### config.mk
export PLATFORM = sky130hd
export DESIGN_NAME = rscc_judge
export DESIGN_NICKNAME = d
export VERILOG_FILES = /design/src/rtl/rscc_pkg.sv /design/src/rtl/rscc_judge.sv
export SDC_FILE = /design/constraint.sdc
export NUM_CORES = 1
export LEC_CHECK = 0
export BUFFER_PORTS_ARGS = -buffer_cell sky130_fd_sc_hd__buf_4
export CAP_MARGIN = 30
export CORE_AREA = 5 5 177 179
export DETAILED_ROUTE_END_ITERATION = 10
export DIE_AREA = 0 0 182 184
export GPL_TIMING_DRIVEN = 0
export PLACE_DENSITY = 0.5
export SLEW_MARGIN = 30
export SYNTH_ARGS = -nofsm -noshare
export SYNTH_HDL_FRONTEND = slang
export SYNTH_SLANG_ARGS = --single-unit
### constraint.sdc
create_clock -name vclk -period 4.6
set_input_delay 0.92 -clock vclk [all_inputs]
set_output_delay 0.92 -clock vclk [all_outputs]
set_load 0.05 [all_outputs]
### src/rtl/rscc_pkg.sv
// Types, codes and constants of the RTP stream continuity checker.
`default_nettype none

package rscc_pkg;

   localparam logic       REQ_HEADER = 1'b0;
   localparam logic       REQ_START  = 1'b1;

   localparam logic [1:0] CAUSE_NONE     = 2'd0;
   localparam logic [1:0] CAUSE_ROLLBACK = 2'd1;
   localparam logic [1:0] CAUSE_FOREIGN  = 2'd2;
   localparam logic [1:0] CAUSE_KIND     = 2'd3;

   localparam logic [31:0] TS_WRAP_LOW     = 32'd700000000;
   localparam logic [31:0] TS_WRAP_HIGH    = 32'd800000000;
   localparam logic [31:0] TS_SMALL        = 32'd90000;
   localparam logic [15:0] SEQ_RESET_LIMIT = 16'd5;
   localparam logic [15:0] JUMP_LIMIT      = 16'd4;
   localparam logic [18:0] TICKS_PER_SEQ   = 19'd90000;

   typedef struct packed {
      logic        have_first;
      logic [31:0] learned_source;
      logic [6:0]  learned_kind;
      logic [15:0] expected_seq;
      logic [63:0] last_rx_time;
      logic [31:0] last_timestamp;
   } rscc_state_type;

   typedef struct packed {
      logic        req_type;
      logic [63:0] rx_time;
      logic [31:0] source_id;
      logic [6:0]  payload_kind;
      logic [15:0] seq_number;
      logic [31:0] media_timestamp;
   } rscc_beat_type;

   typedef struct packed {
      logic       accepted;
      logic [1:0] drop_cause;
      logic       data_break;
      logic       time_break;
   } rscc_verdict_type;

   // Timestamp ceiling for a source reset: seq * 90000 for the small sequence numbers.
   function automatic logic [18:0] reset_ceiling(input logic [2:0] seq);
      logic [18:0] ceiling;
      unique case (seq)
         3'd0:    ceiling = 19'd0;
         3'd1:    ceiling = TICKS_PER_SEQ;
         3'd2:    ceiling = 19'(2 * TICKS_PER_SEQ);
         3'd3:    ceiling = 19'(3 * TICKS_PER_SEQ);
         3'd4:    ceiling = 19'(4 * TICKS_PER_SEQ);
         default: ceiling = 19'd0;
      endcase
      return ceiling;
   endfunction

endpackage

`default_nettype wire

### src/rtl/rscc_judge.sv
// Per-header verdict and next learned state of the stream checker.
`default_nettype none

module rscc_judge
   import rscc_pkg::*;
(
   input  wire logic             allow_switch,
   input  wire rscc_state_type   state_now,
   input  wire rscc_beat_type    beat,
   output rscc_state_type        state_next,
   output rscc_verdict_type      verdict
);

   logic        source_differs;
   logic        kind_differs;
   logic        seq_differs;
   logic        source_reset;
   logic        big_jump;
   logic        ts_wrap;
   logic [15:0] seq_delta;

   assign source_differs = state_now.learned_source != beat.source_id;
   assign kind_differs   = state_now.learned_kind != beat.payload_kind;
   assign seq_differs    = state_now.expected_seq != beat.seq_number;
   assign seq_delta      = beat.seq_number - state_now.expected_seq;
   assign big_jump       = seq_delta >= JUMP_LIMIT;
   assign source_reset   = (beat.seq_number < SEQ_RESET_LIMIT) &&
                           (beat.media_timestamp <=
                            {13'd0, reset_ceiling(beat.seq_number[2:0])});
   assign ts_wrap        = (state_now.last_timestamp >= TS_WRAP_LOW) &&
                           (state_now.last_timestamp <= TS_WRAP_HIGH) &&
                           (beat.media_timestamp <= TS_SMALL);

   always_comb begin
      state_next         = state_now;
      verdict.accepted   = 1'b0;
      verdict.drop_cause = CAUSE_NONE;
      verdict.data_break = 1'b0;
      verdict.time_break = 1'b0;

      priority if (beat.req_type == REQ_START) begin
         state_next.have_first = 1'b0;
      end else if (!state_now.have_first) begin
         state_next.have_first     = 1'b1;
         state_next.learned_source = beat.source_id;
         state_next.learned_kind   = beat.payload_kind;
         state_next.expected_seq   = beat.seq_number + 16'd1;
         state_next.last_rx_time   = beat.rx_time;
         state_next.last_timestamp = beat.media_timestamp;
         verdict.accepted          = 1'b1;
      end else if (beat.rx_time < state_now.last_rx_time) begin
         verdict.drop_cause = CAUSE_ROLLBACK;
      end else if (source_differs && !allow_switch) begin
         verdict.drop_cause = CAUSE_FOREIGN;
      end else begin
         // adopt a switched source even if the kind check drops this header
         if (source_differs) begin
            state_next.learned_source = beat.source_id;
         end
         if (kind_differs) begin
            verdict.drop_cause = CAUSE_KIND;
         end else begin
            state_next.expected_seq   = beat.seq_number + 16'd1;
            state_next.last_rx_time   = beat.rx_time;
            state_next.last_timestamp = beat.media_timestamp;
            verdict.accepted          = 1'b1;
            verdict.data_break        = source_differs || seq_differs;
            verdict.time_break        = source_differs || ts_wrap ||
                                        (seq_differs && (source_reset || big_jump));
         end
      end
   end

endmodule

`default_nettype wire

-- Word level (Yosys, flattened, before mapping)
Cells that the tools add are included.
- register bits after elaboration: 0
- bits in writable memories: 0
- ROM bits: 0
- input port bits: 305
- output and inout bits: 157
- latch bits: 0
- word-level logic and storage cells: 50
- memories kept: 0
- div/mod/pow operators: 0
- shift-type cells: 0
- magnitude comparators: 7
- multiplexer cells: 24
- add/sub/neg operators: 2
- bitwise gates (word level): 0
- multipliers: 0
- reduce and logical (&&, ||, !) cells: 10
- eq/ne operators: 7
- operators with widths (operator ; count):
    112-bit two-way mux ; 4
    151-bit two-way mux ; 1
    32-bit two-way mux ; 4
    19-bit case mux with 4 select lines ; 1
    64-bit less-than comparator ; 1
    32-bit by 30-bit >= comparator with 1-bit output (second input constant) ; 1
    32-bit by 17-bit <= comparator with 1-bit output (second input constant) ; 1
    32-bit by 19-bit <= comparator with 1-bit output ; 1
    32-bit by 30-bit <= comparator with 1-bit output (second input constant) ; 1
    32-bit inequality test ; 1
    16-bit by 1-bit adder with 16-bit output (second input constant) ; 1
    16-bit by 3-bit >= comparator with 1-bit output (second input constant) ; 1
    16-bit by 3-bit less-than comparator with 1-bit output (second input constant) ; 1
    16-bit inequality test ; 1
    16-bit subtractor ; 1
    2-bit two-way mux ; 6
    7-bit two-way mux ; 1
    7-bit inequality test ; 1
    3-bit by 2-bit == test with 1-bit output (second input constant) ; 2
    1-bit logical AND ; 5
    1-bit two-way mux ; 5
    5-bit two-way mux ; 1
    1-bit logical OR ; 4
    4-bit two-way mux ; 1
    other kinds (3) ; 3

-- Logic depth before layout (Yosys ltp)
Gate-level depths: netlist of the first run.
- word-level depth: 12
- depth in mapped cells: 14
- gate-level depth less buffers: 14

-- Worst setup path before layout of the first run
OpenSTA, ideal clock, no wires.
- path kind: input to output
- from: input port state_now[87] (netlist name)
- to: output port verdict[1] (netlist name)
- data required time: 3680 ps
- stages: 9
- path buffers: 0
- data arrival time: 4045 ps
- slack: -365 ps
- path through: inv_1 ha_1 and4_1 nand4_1 nor4_2 o2111ai_1 a21o_1 and3_1 nor4b_1
- RTL lines (what ; line ; RTL):
    start, declared ; rscc_judge.sv:8 ; input wire rscc_state_type state_now,
    end, declared ; rscc_judge.sv:11 ; output rscc_verdict_type verdict

==> metrics.txt, run 1 <==
status=completed; post-synth cell types=between 60 and 70; Post-Route WL=33000 um; post-route clock period utilization=around 100%; Crit. End Element=output port; sw frac=53.5%; GRT Total Usage=17.6%; P_sw=about 900 uW; Slew Limit Fails=0; top fanout value on the critical path=7; Pint=797 uW; starting density of the core=a little over a fifth; top area cells in the synthesized netlist=mux2_4, ha_1, mux2_2, xor2_1, inv_1; top-level port count=462; CP startpoint=state_now[59]; fin cells=1609; setup_tns=0 ns; Slew @ Worst Pin=approximately 0.73 ns; first-pass GRT wire length=46800 um; slew margin rel.=51.1%; HP Start=state_now[58]; Initial DRC Count=around 230; Final setup violation count=0; placed insts=1579; Mapped Nets=1129; final hold slack=2.20 ns; arrival time at the worst endpoint=3.65 ns; register area=0 um2; minimum clock period=~4.6 ns; Pwr Total=around 1.7 mW; count leader, synth=ha_1; slowest stage delay, CP=0.45 ns; RSZ-0062 raised after global routing=yes; Top Usage Layer GRT=met2; GR Util met1=between 20% and 30%; hold path depth=3; met2 Use GR=33.2%; Avg Inst Size Synth=~8.5 um2; Nets=approximately 1600; Hold-fix buffers, CTS=0; grt ovf=0; Die Area=33500 um2; GPL Wtd Cong=between 0.9 and 1; post-route ant nets=0; Reg power frac=0%; CP top delay family=compound AO/OA/AOI/OAI gates; pwr/cell area=143 nW/um2; worst setup path class=primary input to output port; pin count of the biggest net entering global routing=11; area of the multi-input gates=6230 um2; final hold vios=0; max-cap violations=0; worst hold path endpoint=state_next[58]; DRC viols=0; maximum VDD drop=0.0708 mV; drt wl/cell=20.5 um; die span in x=182 um; Critical-path top delay cell=a2111o_1; vias per cell=4.63; IO Port Bufs=around 460; worst hold path type=primary input to output port; mapped cell area=6160 um2; crit path launch type=primary input; initial antenna violation count=2; Setup WS post-layout=0.0255 ns; synth cell count leaders=ha_1, inv_1, mux2_4, mux2_2, xor2_1; FMAX=219 MHz; clk_buf instances=0; FILL cells=3010; CP bufs+invs=6; Seq/Total Area, Yosys=0%; Logic pwr share=100.0%; fin util=40.7%; Leakage Power=5.95 nW; layout cells sized above 1=around three fifths; CP required=3.68 ns; Yosys top cell area share=21.2%; grt met3 use=about 4.2%; cell taking the most area after synthesis=mux2_4; FF+latch count=0; clock power share=0%; placed inst area=between 10000 and 15000 um2; core area=29400 um2; crit path cell chain=buf_4 > inv_2 > ha_4 > a21oi_2 > o21a_1 > o221ai_2 > a2111o_1 > a22oi_2 > buf_4 > a31oi_4 > o21ai_2 > buf_6 > clkbuf_16 > mux2_4 > buf_6; fin area=12000 um2; DRT Pass-1 Iters=4; vias in the first global route=around 8000; Post-DP HPWL=28200 um; vias=around 7400; Yosys warning count=0; row cnt=63; DIE HEIGHT=184 um; Layout area overhead=94.1%; post-synthesis cell count=727; Post-Place Worst Slack=-0.557 ns
[worst max-delay path by stage]
| stage | end | cells after the start |
|---|---|---|
| finish | state_next[123] | 15 |
| floorplan | state_next[102] | 13 |
| global route | state_next[91] | 15 |
| global placement | verdict[0] | 16 |
| detailed placement | verdict[0] | 16 |
| CTS | verdict[0] | 16 |
[logic make-up (layout without fill, tap and decap cells)]
group	Yosys count	in the layout	synth area share, %
other	0	1	0
XOR/XNOR	56	56	7.96
multiplexers	152	152	32.8
AND/OR/NAND/NOR	175	175	15.7
adder cells (fa/ha/maj)	97	97	19.7
buffers and inverters	115	606	8.99
AO/OA/AOI/OAI	132	132	14.9
[cell usage in the layout, fill, tap and decap left out, types with 11 or more instances in the layout]
cell     instances
a21o_1          19
a21oi_1         30
and3_1          11
buf_12          12
buf_4          338
buf_6          100
buf_8           47
ha_1            71
ha_4            24
inv_1           77
mux2_2          19
mux2_4         119
nand2_1         26
nand3_1         20
nand4_1         17
nor2_1          28
nor4_1          18
o21ai_0         16
xor2_1          46
[power by group through the flow]
stage / Sequential [mW] / Combinational, mW / Clock, mW
after detailed placement: 0 / 1.46 / 0
after global placement: 0 / 1.46 / 0
after CTS: 0 / 1.60 / 0
after global routing: 0 / 1.82 / 0.0000000291
final: 0 / 1.71 / 0.0000000291
after floorplan: 0 / 0.900 / 0
[layer usage]
metal / routed length (um) / part of all wire [%]
met3: 2400 / 7.3
met5: 20 / 0.061
met2: 16800 / 51
met4: 827 / 2.5
met1: 12900 / 39
[final cells by class]
cell class                 instances  share of cell area, %
multi-input combinational        612                   52.1
timing repair buffer             494                   38.5
tap                              390                   4.08
inverter                          96                   3.23
buffer                            16                   2.12
antenna                            1                 0.0209
[repair_timing]
item / in CTS / in global routing
gates cloned: 5 / 5
resized for setup: 185 / 162
endpoints found under the setup margin: 141 / 142
pin swaps: 19 / 38
buffers inserted: 18 / 5
Note: power is estimated with default switching activity, not from simulation.
==> run 2: changes to the inputs <==
--- a/config.mk
+++ b/config.mk
@@ -7,11 +7,13 @@
 export LEC_CHECK = 0
 export BUFFER_PORTS_ARGS = -buffer_cell sky130_fd_sc_hd__buf_4
 export CAP_MARGIN = 30
-export CORE_AREA = 5 5 177 179
+export CELL_PAD_IN_SITES_DETAIL_PLACEMENT = 0
+export CELL_PAD_IN_SITES_GLOBAL_PLACEMENT = 1
+export CORE_AREA = 5 5 176 178
 export DETAILED_ROUTE_END_ITERATION = 10
-export DIE_AREA = 0 0 182 184
+export DIE_AREA = 0 0 181 183
 export GPL_TIMING_DRIVEN = 0
-export PLACE_DENSITY = 0.5
+export PLACE_DENSITY = 0.68
 export SLEW_MARGIN = 30
 export SYNTH_ARGS = -nofsm -noshare
 export SYNTH_HDL_FRONTEND = slang
==> metrics.txt, run 2 (synthesis results as in run 1) <==
placed insts=1579 (unchanged); CP bufs+invs=6 (unchanged); Hold-fix buffers, CTS=0 (unchanged); CP required=3.68 ns (about the same); post-route clock period utilization=100% (was 99.4%); FMAX=217 MHz (was 219 MHz); fin cells=1600 (was 1609); pwr/cell area=142 nW/um2 (was 143 nW/um2); FF+latch count=0 (unchanged); Levels on crit path=15 (unchanged); fin area=11700 um2 (was 12000 um2); Post-Route WL=30400 um (was 33000 um); vias=7419 (was 7449); layout cells sized above 1=57.8% (was 59.9%); Die Area=33100 um2 (was 33500 um2); core area=29200 um2 (was 29400 um2); Inserted Diodes=0 (was 1); crit path launch type=primary input (unchanged); Slew Limit Fails=0 (unchanged); row cnt=63 (unchanged); pin count of the biggest net entering global routing=11 (unchanged); drt wl/cell=19.0 um (was 20.5 um); hold path depth=3 (unchanged); RSZ-0062 raised after global routing=yes (unchanged); Final setup violation count=1 (was 0); Layout area overhead=89.3% (was 94.1%); Crit. End Element=output port (unchanged); highest-count cells in the layout ignoring fill and taps=buf_4, mux2_4, buf_6 (unchanged); most common cell after layout, fill and taps aside=buf_4 (unchanged); Setup WS post-layout=-0.00496 ns (was 0.0255 ns); first-pass GRT wire length=44600 um (was 46800 um); worst hold path type=primary input to output port (unchanged); arrival time at the worst endpoint=3.68 ns (was 3.65 ns); Nets=1614 (was 1622); post-route ant nets=0 (unchanged); Post-DP HPWL=26600 um (was 28200 um); minimum clock period=4.60 ns (was 4.57 ns); Initial DRC Count=193 (was 233); die span in x=181 um (was 182 um); initial antenna violation count=1 (was 2); placed inst area=10100 um2 (unchanged); register area=0 um2 (unchanged); Critical-path top delay cell=a2111o_1 (unchanged); slowest stage delay, CP=0.46 ns (was 0.45 ns); vias in the first global route=7858 (was 7970); status=finished with violations (was completed); maximum VDD drop=0.0861 mV (was 0.0708 mV); final hold vios=0 (unchanged); Leakage Power=5.89 nW (was 5.95 nW); top fanout value on the critical path=7 (unchanged); DRC viols=0 (unchanged); FILL cells=2977 (was 3010); starting density of the core=21.1% (was 21.0%); worst setup path class=primary input to output port (unchanged); DIE HEIGHT=183 um (was 184 um); crit path cell chain=buf_8 > inv_4 > ha_4 > a21o_1 > a21oi_2 > o221ai_2 > a2111o_1 > a22oi_2 > nand4_1 > nand3_4 > inv_6 > buf_16 > buf_16 > mux2_4 > buf_8 (was buf_4 > inv_2 > ha_4 > a21oi_2 > o21a_1 > o221ai_2 > a2111o_1 > a22oi_2 > buf_4 > a31oi_4 > o21ai_2 > buf_6 > clkbuf_16 > mux2_4 > buf_6); IO Port Bufs=462 (unchanged); GRT Total Usage=16.5% (was 17.6%); vias per cell=4.64 (was 4.63); Slew @ Worst Pin=0.852 ns (was 0.731 ns); violated checks=negative setup slack; DRT Pass-1 Iters=4 (unchanged); top-level port count=462 (unchanged); clk_buf instances=0 (unchanged); slew margin rel.=43.0% (was 51.1%); GPL Wtd Cong=0.867 (was 0.928); grt ovf=0 (unchanged); max-cap violations=0 (unchanged); Post-Place Worst Slack=-0.556 ns (was -0.557 ns); CP top delay family=compound AO/OA/AOI/OAI gates (unchanged)
## run 2: cell count changes in the layout (fill, tap and decap cells not counted), sizes merged
cell,delta
clkbuf,-2
inv,+1
clkinvlp,-1
buf,-6
diode,-1
## run 2: what timing repair did
| action | 4_1_cts | 5_1_grt |
|---|---|---|
| endpoints found under the setup margin | 142 | 144 |
| resized for setup | 143 | 165 |
| pin swaps | 26 | 19 |
| cloned | 5 | 3 |
| buffers inserted | 12 | 4 |
## run 2: final cells by class
type	instances	area, um2	share of cell area [%]
multi-input cells	612	6070	52.0
inverters	96	370	3.17
well taps	390	488	4.18
plain buffers	18	284	2.43
repair buffers	484	4460	38.2
## run 2: routing by layer
metal  routed length [um]  part of all wire, %  global-route usage (%)
met1                12500                   41                    20.2
met2                15400                   51                    31.0
met3                 2160                  7.1                    3.65
met4                  247                 0.81                   0.961
met5                   13                0.043                       0
## run 2: per-stage QoR
stage	utilization (%)	TNS [ns]	hold WS, ns	power (mW)
detailed placement	34.7	-56.03	2.23	1.45
global placement	34.7	-53.94	2.23	1.44
global route	39.9	-16.27	2.20	1.77
finish	39.9	-0.00496	2.20	1.66
CTS	37.5	-3.59	2.20	1.56
floorplan	-	-1.72	2.05	0.900
## run 2: path summary, 6_finish.rpt
kind,start,slack [ns],endpoint
setup / recovery,state_now[61],-0.005,state_next[94]
hold / removal,state_now[83],2.20,state_next[83]
## run 2: report_power, final
part / leakage (nW) / switching (mW) / total, mW / internal [mW]
Sequential: 0 / 0 / 0 / 0
Combinational: 5.89 / 0.889 / 1.66 / 0.773
Clock: 0 / 0 / 0 / 0
Total: 5.89 / 0.889 / 1.66 / 0.773
==> run 3: changes to the inputs <==
--- a/config.mk
+++ b/config.mk
@@ -13,7 +13,8 @@
 export DETAILED_ROUTE_END_ITERATION = 10
 export DIE_AREA = 0 0 181 183
 export GPL_TIMING_DRIVEN = 0
-export PLACE_DENSITY = 0.68
+export PLACE_DENSITY = 0.62
+export RECOVER_POWER = 25
 export SLEW_MARGIN = 30
 export SYNTH_ARGS = -nofsm -noshare
 export SYNTH_HDL_FRONTEND = slang
==> metrics.txt, run 3 (synthesis results as in run 1) <==
FMAX=215 MHz (was 217 MHz); Die Area=33100 um2 (unchanged); crit path launch type=primary input (unchanged); pwr/cell area=142 nW/um2 (about the same); final hold vios=0 (unchanged); DRT Pass-1 Iters=4 (unchanged); FILL cells=2998 (was 2977); clock power share=0% (about the same); Hold-fix buffers, CTS=0 (unchanged); FF+latch count=0 (unchanged); violated checks=negative setup slack (unchanged); sw frac=53.1% (was 53.5%); vias=7382 (was 7419); highest-count cells in the layout ignoring fill and taps=buf_4, mux2_4, buf_6 (unchanged); first-pass GRT wire length=46100 um (was 44600 um); row cnt=63 (unchanged); top fanout value on the critical path=6 (was 7); Setup WS post-layout=-0.0533 ns (was -0.00496 ns); worst hold path endpoint=state_next[83] (unchanged); initial antenna violation count=0 (was 1); DIE HEIGHT=183 um (unchanged); IO Port Bufs=462 (unchanged); register area=0 um2 (unchanged); pin count of the biggest net entering global routing=11 (unchanged); final hold slack=2.20 ns (about the same); HP Start=state_now[83] (unchanged); worst setup path class=primary input to output port (unchanged); cell mode on critical path=and4_1; slew margin rel.=46.6% (was 43.0%); core area=29200 um2 (unchanged); Layout area overhead=92.4% (was 89.3%); die span in x=181 um (unchanged); worst hold path type=primary input to output port (unchanged); most common cell after layout, fill and taps aside=buf_4 (unchanged); RSZ-0062 raised after global routing=yes (unchanged); crit path cell chain=buf_4 > clkinvlp_4 > ha_2 > nor2b_2 > inv_1 > ha_1 > and4_1 > nand3_1 > o32ai_1 > or4_1 > a2111oi_1 > and4_1 > a21oi_2 > buf_6 (was buf_8 > inv_4 > ha_4 > a21o_1 > a21oi_2 > o221ai_2 > a2111o_1 > a22oi_2 > nand4_1 > nand3_4 > inv_6 > buf_16 > buf_16 > mux2_4 > buf_8); slowest stage delay, CP=0.41 ns (was 0.46 ns); Reg power frac=0% (about the same); GPL Wtd Cong=0.854 (was 0.867); drt wl/cell=19.5 um (was 19.0 um); arrival time at the worst endpoint=3.73 ns (was 3.68 ns); max-cap violations=0 (unchanged); layout cells sized above 1=56.9% (was 57.8%); DRC viols=0 (unchanged); clk_buf instances=0 (unchanged); GRT Total Usage=17.3% (was 16.5%); status=finished with violations (unchanged); Final setup violation count=20 (was 1); Slew Limit Fails=0 (unchanged); Slew @ Worst Pin=0.798 ns (was 0.852 ns); post-route clock period utilization=101% (was 100%); CP required=3.68 ns (about the same); Crit. End Element=output port (unchanged); Initial DRC Count=175 (was 193); starting density of the core=21.1% (unchanged); maximum VDD drop=0.0717 mV (was 0.0861 mV); P_sw=895 uW (was 889 uW); Leakage Power=5.94 nW (was 5.89 nW); fin cells=1610 (was 1600); vias per cell=4.59 (was 4.64); hold path depth=3 (unchanged); minimum clock period=4.65 ns (was 4.60 ns); Logic pwr share=100.0% (about the same); post-route ant nets=0 (unchanged); Post-Route WL=31400 um (was 30400 um); grt ovf=0 (unchanged); Pint=790 uW (was 773 uW); Post-DP HPWL=27100 um (was 26600 um); vias in the first global route=7845 (was 7858); placed insts=1579 (unchanged); top-level port count=462 (unchanged); Critical-path top delay cell=or4_1 (was a2111o_1); Nets=1623 (was 1614)
run 3: cell count changes in the layout (fill, tap and decap cells not counted), sizes merged:
cell      delta
inv          -1
clkinvlp     +1
clkbuf       +5
diode        +1
buf          +4
run 3: layer usage:
layer	wire (um)	track usage (%)	part of all wire (%)
met5	0	0	0
met3	2070	3.23	6.6
met1	13000	21.0	41
met4	405	1.86	1.3
met2	16000	32.8	51
run 3: how the worst max path moves through the flow:
stage	startpoint	to	slack (ns)	depth (start not counted)
2_1_floorplan	state_now[87]	state_next[102]	-0.19	13
3_3_place_gp	state_now[86]	state_next[94]	-0.51	15
3_5_place_dp	beat[32]	verdict[0]	-0.56	16
4_1_cts	beat[32]	verdict[0]	-0.16	16
5_1_grt	beat[32]	verdict[0]	-0.20	16
6_report	beat[32]	verdict[0]	-0.05	14
run 3: area by class of cell:
class                      count  area [um2]  area share (%)
antenna                        1        2.50          0.0211
buffer                        16         251            2.12
inverter                      96         379            3.20
multi-input combinational    612        6050            51.0
tap                          390         488            4.11
timing repair buffer         495        4690            39.6
run 3: power by group through the flow:
stage | combinational (mW) | sequential [mW] | clock [mW]
floorplan | 0.900 | 0 | 0
finish | 1.68 | 0 | 0.0000000291
CTS | 1.67 | 0 | 0
detailed placement | 1.45 | 0 | 0
global placement | 1.45 | 0 | 0
global route | 1.79 | 0 | 0
run 3: repair_timing:
action                     in CTS  in global routing
resized for setup             258                 67
setup endpoints to repair     141                143
buffers inserted               19                  5
cloned                         11                  2
pin swaps                      20                 12
run 3: stage by stage:
step	worst slack, ns	total power [mW]	util (%)	instance area, um2	TNS [ns]
after detailed placement	-0.557	1.45	34.7	10100	-54.84
after global placement	-0.505	1.45	34.7	10100	-54.46
final	-0.0533	1.68	40.6	11900	-0.302
after global routing	-0.205	1.79	40.5	11900	-14.03
after floorplan	-0.191	0.900	-	6190	-1.72
after CTS	-0.156	1.67	39.8	11600	-6.97
run 3: critical path: cells and delay by family:
family | cells | cell delay (ns)
AND/OR/NAND/NOR | 5 | 1.28
buffers and inverters | 4 | 0.52
adder cells (fa/ha/maj) | 2 | 0.52
AO/OA/AOI/OAI | 3 | 0.48
